File: src/msc_pkg.sv
// Shared types, constants and edge tables for the marching squares contour block.
// Depends on nothing; the top, the divider and the bench use it by scoped names.
`default_nettype none
package msc_pkg;

    localparam int MAX_COLUMN = 1024;
    localparam int ROW_W      = $clog2(MAX_COLUMN);
    localparam int LEN_W      = 11;
    localparam int WORD_W     = 32;
    localparam int DIV_W      = 33;
    localparam int MU_W       = 17;
    localparam int PROD_W     = MU_W + 1 + DIV_W;

    // configuration register indexes
    localparam logic [1:0] CFG_ISO_LEVEL     = 2'd0;
    localparam logic [1:0] CFG_COLUMN_LENGTH = 2'd1;
    localparam logic [1:0] CFG_COLOUR_ENABLE = 2'd2;

    typedef struct packed {
        logic signed [WORD_W-1:0] v;
        logic signed [WORD_W-1:0] x;
        logic signed [WORD_W-1:0] y;
        logic signed [WORD_W-1:0] z;
        logic signed [WORD_W-1:0] c;
    } t_point;

    localparam int POINT_W = $bits(t_point);

    typedef enum logic [1:0] {
        EDGE_LEFT,
        EDGE_RIGHT,
        EDGE_BOTTOM,
        EDGE_TOP
    } t_edge;

    typedef enum logic [2:0] {
        ST_IDLE,
        ST_CLASS,
        ST_EDGE,
        ST_DIV,
        ST_MUL,
        ST_ADD,
        ST_EMIT
    } t_state;

    // number of crossings for a case code
    function automatic logic [2:0] edge_count(input logic [3:0] cs);
        logic [2:0] n;
        case (cs)
            4'd0, 4'd15: n = 3'd0;
            4'd6, 4'd9:  n = 3'd4;
            default:     n = 3'd2;
        endcase
        return n;
    endfunction

    // k-th crossed edge of a case, in emission order
    function automatic t_edge edge_pick(input logic [3:0] cs, input logic [1:0] k);
        t_edge e0;
        t_edge e1;
        t_edge e2;
        t_edge e3;
        t_edge r;
        e0 = EDGE_LEFT;
        e1 = EDGE_LEFT;
        e2 = EDGE_LEFT;
        e3 = EDGE_LEFT;
        case (cs)
            4'd1:  begin e0 = EDGE_LEFT;  e1 = EDGE_BOTTOM; end
            4'd2:  begin e0 = EDGE_RIGHT; e1 = EDGE_BOTTOM; end
            4'd3:  begin e0 = EDGE_LEFT;  e1 = EDGE_RIGHT;  end
            4'd4:  begin e0 = EDGE_LEFT;  e1 = EDGE_TOP;    end
            4'd5:  begin e0 = EDGE_TOP;   e1 = EDGE_BOTTOM; end
            4'd6:  begin
                e0 = EDGE_LEFT;  e1 = EDGE_TOP;
                e2 = EDGE_RIGHT; e3 = EDGE_BOTTOM;
            end
            4'd7:  begin e0 = EDGE_TOP;   e1 = EDGE_RIGHT;  end
            4'd8:  begin e0 = EDGE_TOP;   e1 = EDGE_RIGHT;  end
            4'd9:  begin
                e0 = EDGE_TOP;    e1 = EDGE_RIGHT;
                e2 = EDGE_BOTTOM; e3 = EDGE_LEFT;
            end
            4'd10: begin e0 = EDGE_TOP;   e1 = EDGE_BOTTOM; end
            4'd11: begin e0 = EDGE_TOP;   e1 = EDGE_LEFT;   end
            4'd12: begin e0 = EDGE_LEFT;  e1 = EDGE_RIGHT;  end
            4'd13: begin e0 = EDGE_RIGHT; e1 = EDGE_BOTTOM; end
            4'd14: begin e0 = EDGE_LEFT;  e1 = EDGE_BOTTOM; end
            default: begin e0 = EDGE_LEFT; end
        endcase
        case (k)
            2'd0:    r = e0;
            2'd1:    r = e1;
            2'd2:    r = e2;
            default: r = e3;
        endcase
        return r;
    endfunction

endpackage
`default_nettype wire

File: src/msc_div.sv
// Restoring divider for the interpolation fraction: one quotient bit a cycle.
// Uses msc_pkg widths. Requires numerator <= denominator, so mu <= 65536.
`default_nettype none
module msc_div (
    input  wire logic                      i_clk,
    input  wire logic                      i_rst_n,
    input  wire logic                      i_start,
    input  wire logic [msc_pkg::DIV_W-1:0] i_num,
    input  wire logic [msc_pkg::DIV_W-1:0] i_den,
    output logic                           o_done,
    output logic      [msc_pkg::MU_W-1:0]  o_quo
);

    localparam int REM_W = msc_pkg::DIV_W + 1;
    localparam int CNT_W = $clog2(msc_pkg::MU_W + 1);

    logic [REM_W-1:0]           r_rem, n_rem;
    logic [msc_pkg::DIV_W-1:0]  r_den, n_den;
    logic [msc_pkg::MU_W-1:0]   r_quo, n_quo;
    logic [CNT_W-1:0]           r_cnt, n_cnt;
    logic                       r_done, n_done;
    logic                       w_ge;
    logic [REM_W-1:0]           w_diff;

    // one compare and subtract per step, then shift the remainder
    always_comb begin
        w_ge   = r_rem >= {1'b0, r_den};
        w_diff = w_ge ? (r_rem - {1'b0, r_den}) : r_rem;
        n_rem  = r_rem;
        n_den  = r_den;
        n_quo  = r_quo;
        n_cnt  = r_cnt;
        n_done = 1'b0;
        if (i_start) begin
            n_rem = {1'b0, i_num};
            n_den = i_den;
            n_quo = '0;
            n_cnt = CNT_W'(msc_pkg::MU_W);
        end else if (r_cnt != '0) begin
            n_rem  = {w_diff[REM_W-2:0], 1'b0};
            n_quo  = {r_quo[msc_pkg::MU_W-2:0], w_ge};
            n_cnt  = r_cnt - 1'b1;
            n_done = (r_cnt == CNT_W'(1));
        end
    end

    always_ff @(posedge i_clk) begin
        if (!i_rst_n) begin
            r_cnt  <= '0;
            r_done <= 1'b0;
        end else begin
            r_cnt  <= n_cnt;
            r_done <= n_done;
        end
        r_rem <= n_rem;
        r_den <= n_den;
        r_quo <= n_quo;
    end

    assign o_done = r_done;
    assign o_quo  = r_quo;

endmodule
`default_nettype wire

File: config.mk
export PLATFORM = sky130hd
export DESIGN_NAME = msc_div
export DESIGN_NICKNAME = d
export VERILOG_FILES = /design/src/msc_pkg.sv /design/src/msc_div.sv
export SDC_FILE = /design/constraint.sdc
export NUM_CORES = 1
export LEC_CHECK = 0
export ABC_AREA = 1
export BUFFER_PORTS_ARGS = -buffer_cell sky130_fd_sc_hd__buf_4
export CORE_ASPECT_RATIO = 1.25
export CORE_MARGIN = 1.5
export CORE_UTILIZATION = 45
export CTS_CLUSTER_DIAMETER = 200
export DETAILED_ROUTE_END_ITERATION = 16
export PLACE_DENSITY_LB_ADDON = 0.12
export SYNTH_ARGS = -nofsm -noshare
export SYNTH_HDL_FRONTEND = slang
export SYNTH_SLANG_ARGS = --single-unit
File: constraint.sdc
create_clock -name i_clk -period 3.79 [get_ports i_clk]
set_clock_uncertainty 0.2 [all_clocks]
set_input_delay 0.1895 -clock i_clk [delete_from_list [all_inputs] [get_ports i_clk]]
set_output_delay 0.1895 -clock i_clk [all_outputs]
set_load 0.005 [all_outputs]
==> metrics.yaml <==
run_status:
  status: "complete, no violations"
layout:
  final_common_cell: "nand2_1"
  layout.cells.non_filler: 1232
  final_nets: 1158
  antenna_cells: 0
  syn_to_final_growth_pct: 28.4
  layout_common_cells: "330 x nand2_1, 185 x inv_1, 89 x buf_4, 67 x dlygate4sd3_1, 66 x edfxtp_1"
  final_layout_size_suffix_gt1_frac: 0.126
timing:
  max_freq_mhz: 342
  period_minus_slack_ns: 2.92
  rsz0062_at_grt: "no"
  setup_violations: 0
  hold_viol: 0
  tns_ns: 0
  max_slew_margin: 0.488
  drv_slew: 0
  tightest_slew_ns: 0.768
  min_period_over_period: 0.770
logic_synthesis:
  yosysSeqAreaShare: 0.390
  syn_nets: 1006
  synthDistinctLibCells: 35
  synth_area_um2: 6310
  ys_warn_count: 0
  ys_ff_latch: 90
  ys_top_cells_by_area: "edfxtp_1 31%, nand2_1 20%, inv_1 11%, dfxtp_1 7.6%, ha_1 7.1%"
  yosysTopAreaCellShare: 0.314
  syn_inst: 900
  synth_top_area_cell: "edfxtp_1"
  syn_avg_cell_area_um2: 7.01
placed_design:
  dp_hpwl_mm: 11.5
  dp_cells: 1149
  gp_congestion: 0.912
  port_buffers: 86
detailed_routing:
  viasPerCell: 4.68
  dr.pass1.iters: 5
  wire_per_inst_um: 12.7
  detail_route.iter0.violations: 289
  drc: 0
  vias: 5761
  ant_nets: 0
  wl_mm: 15.6
cts:
  h-tree-depth: 3
  clkTransAtPathRegs_ns: 0.07
  cts_sinks: 90
  clock_latency_ns: 0.36
  post_cts_buffers: 0
  ctsLongestPathBuffers: 2
  cts_tree: "built"
  cts_made_buffers: 9
  cts-root-buf: "clkbuf_16"
  ctsResizeCount: 0
grt:
  grt_first_pass_wirelength_mm: 26.1
  grt_use_total: 0.225
  antenna_found_initial: 0
  grt_remaining_overflow: 0
  grt_max_degree: 69
  grt_pass1_vias: 5721
critical_path:
  critPathArrivalTime_ns: 2.82
  critical_path_required_ns: 3.69
  critPathKind: "reg -> reg"
  cp_max_fo: 24
  start_kind: "flip-flop"
  endpoint_kind: "flip-flop"
run:
  max_cap_violations: 0
hold_path:
  hold_class: "in -> reg"
floorplan:
  start_util: 0.459
  die_h_um: 135
  io_pins: 87
  num_rows: 48
  core_um2: 13800
  dieArea_um2: 14700
  die_w_um: 109
power:
  leakage_nw: 4.26
  ir_drop_mv: 0.326
  power_density_nw_per_um2: 694
final timing paths:
kind                  start   endpoint  slack (ns)  cells past startpoint
setup reg to reg   r_rem[0]   r_rem[9]        0.87                     12
setup / recovery   r_rem[0]   r_rem[9]        0.87                     12
hold reg to reg   o_quo[16]  o_quo[16]        0.26                      2
hold / removal      i_start  r_rem[33]        0.24                      4
final cells by class:
cell class              count  area, um^2
fillers                  1291        5650
multi-input cells         605        3040
flip-flops and latches     90        2460
repair buffers            156        1340
inverters                 190         713
clock buffers              11         275
well taps                 175         219
clock inverters             5        52.6
logic make-up (layout without fill, tap and decap cells):
| logic type | count (synthesis) | in the layout | synth area share |
|---|---|---|---|
| fa+ha+maj | 37 | 37 | 0.0745 |
| buf+inv | 205 | 362 | 0.128 |
| xor+xnor | 18 | 18 | 0.0250 |
| simple gates | 481 | 481 | 0.320 |
| compound gates | 69 | 69 | 0.0621 |
| flops | 90 | 90 | 0.390 |
critical path: stages, from the launching register on:
cell and delay [ns]:
edfxtp_1 0.39, inv_1 0.07, ha_1 0.14, inv_1 0.08, fa_1 0.44, nand3_1 0.14
nand3_2 0.11, nand2_1 0.11, nand3_2 0.10, a21oi_4 0.60, nand2_1 0.11, nand3_1 0.10
nand2_1 0.08
flip-flops by register name, indices dropped and copies added (netlist names):
register	cells
o_done	1
o_quo	17
r_cnt	5
r_den	33
r_rem	34
per-layer routing:
| metal | share of wire | global-route usage |
|---|---|---|
| met2 | 0.49 | 0.401 |
| met1 | 0.46 | 0.277 |
| met4 | 0.013 | 0.0534 |
| met5 | 0 | 0 |
| met3 | 0.035 | 0.0438 |
Yosys cell counts (all sizes together):
cell type,number
a21o,2
a21oi,27
and2,2
buf,10
clkbuf,5
clkinv,2
dfxtp,24
edfxtp,66
fa,1
ha,36
inv,188
nand2,334
nand3,67
nand4,3
nor2,68
nor3,7
o211ai,1
o21ai,20
o21bai,3
o22ai,16
xnor2,16
xor2,2
what timing repair did:
item / 4_1_cts / 5_1_grt
hold endpoints to repair: 72 / 0
hold buffers: 67 / 0
setup endpoints to repair: 0 / 0
where the power goes:
| group | internal [mW] | total [mW] | leakage [nW] | switching (mW) |
|---|---|---|---|---|
| Clock | 0.540 | 0.965 | 0.163 | 0.425 |
| Combinational | 1.13 | 3.17 | 3.24 | 2.04 |
| Sequential | 1.36 | 1.48 | 0.866 | 0.128 |
| Total | 3.03 | 5.62 | 4.26 | 2.59 |
through the flow:
| step | setup WS (ns) | area (um^2) | util | power [mW] | hold slack [ns] |
|---|---|---|---|---|---|
| after detailed placement | 0.801 | 7100 | 0.516 | 4.61 | 0.169 |
| after floorplan | 1.41 | 6310 | - | 3.93 | 0.0884 |
| final | 0.870 | 8100 | 0.589 | 5.62 | 0.239 |
| after CTS | 0.826 | 8100 | 0.589 | 5.65 | 0.268 |
| after global placement | 0.873 | 7100 | 0.516 | 4.60 | 0.167 |
| after global routing | 0.575 | 8100 | 0.589 | 6.16 | 0.291 |
No activity file was read; power rests on OpenSTA's default activity.
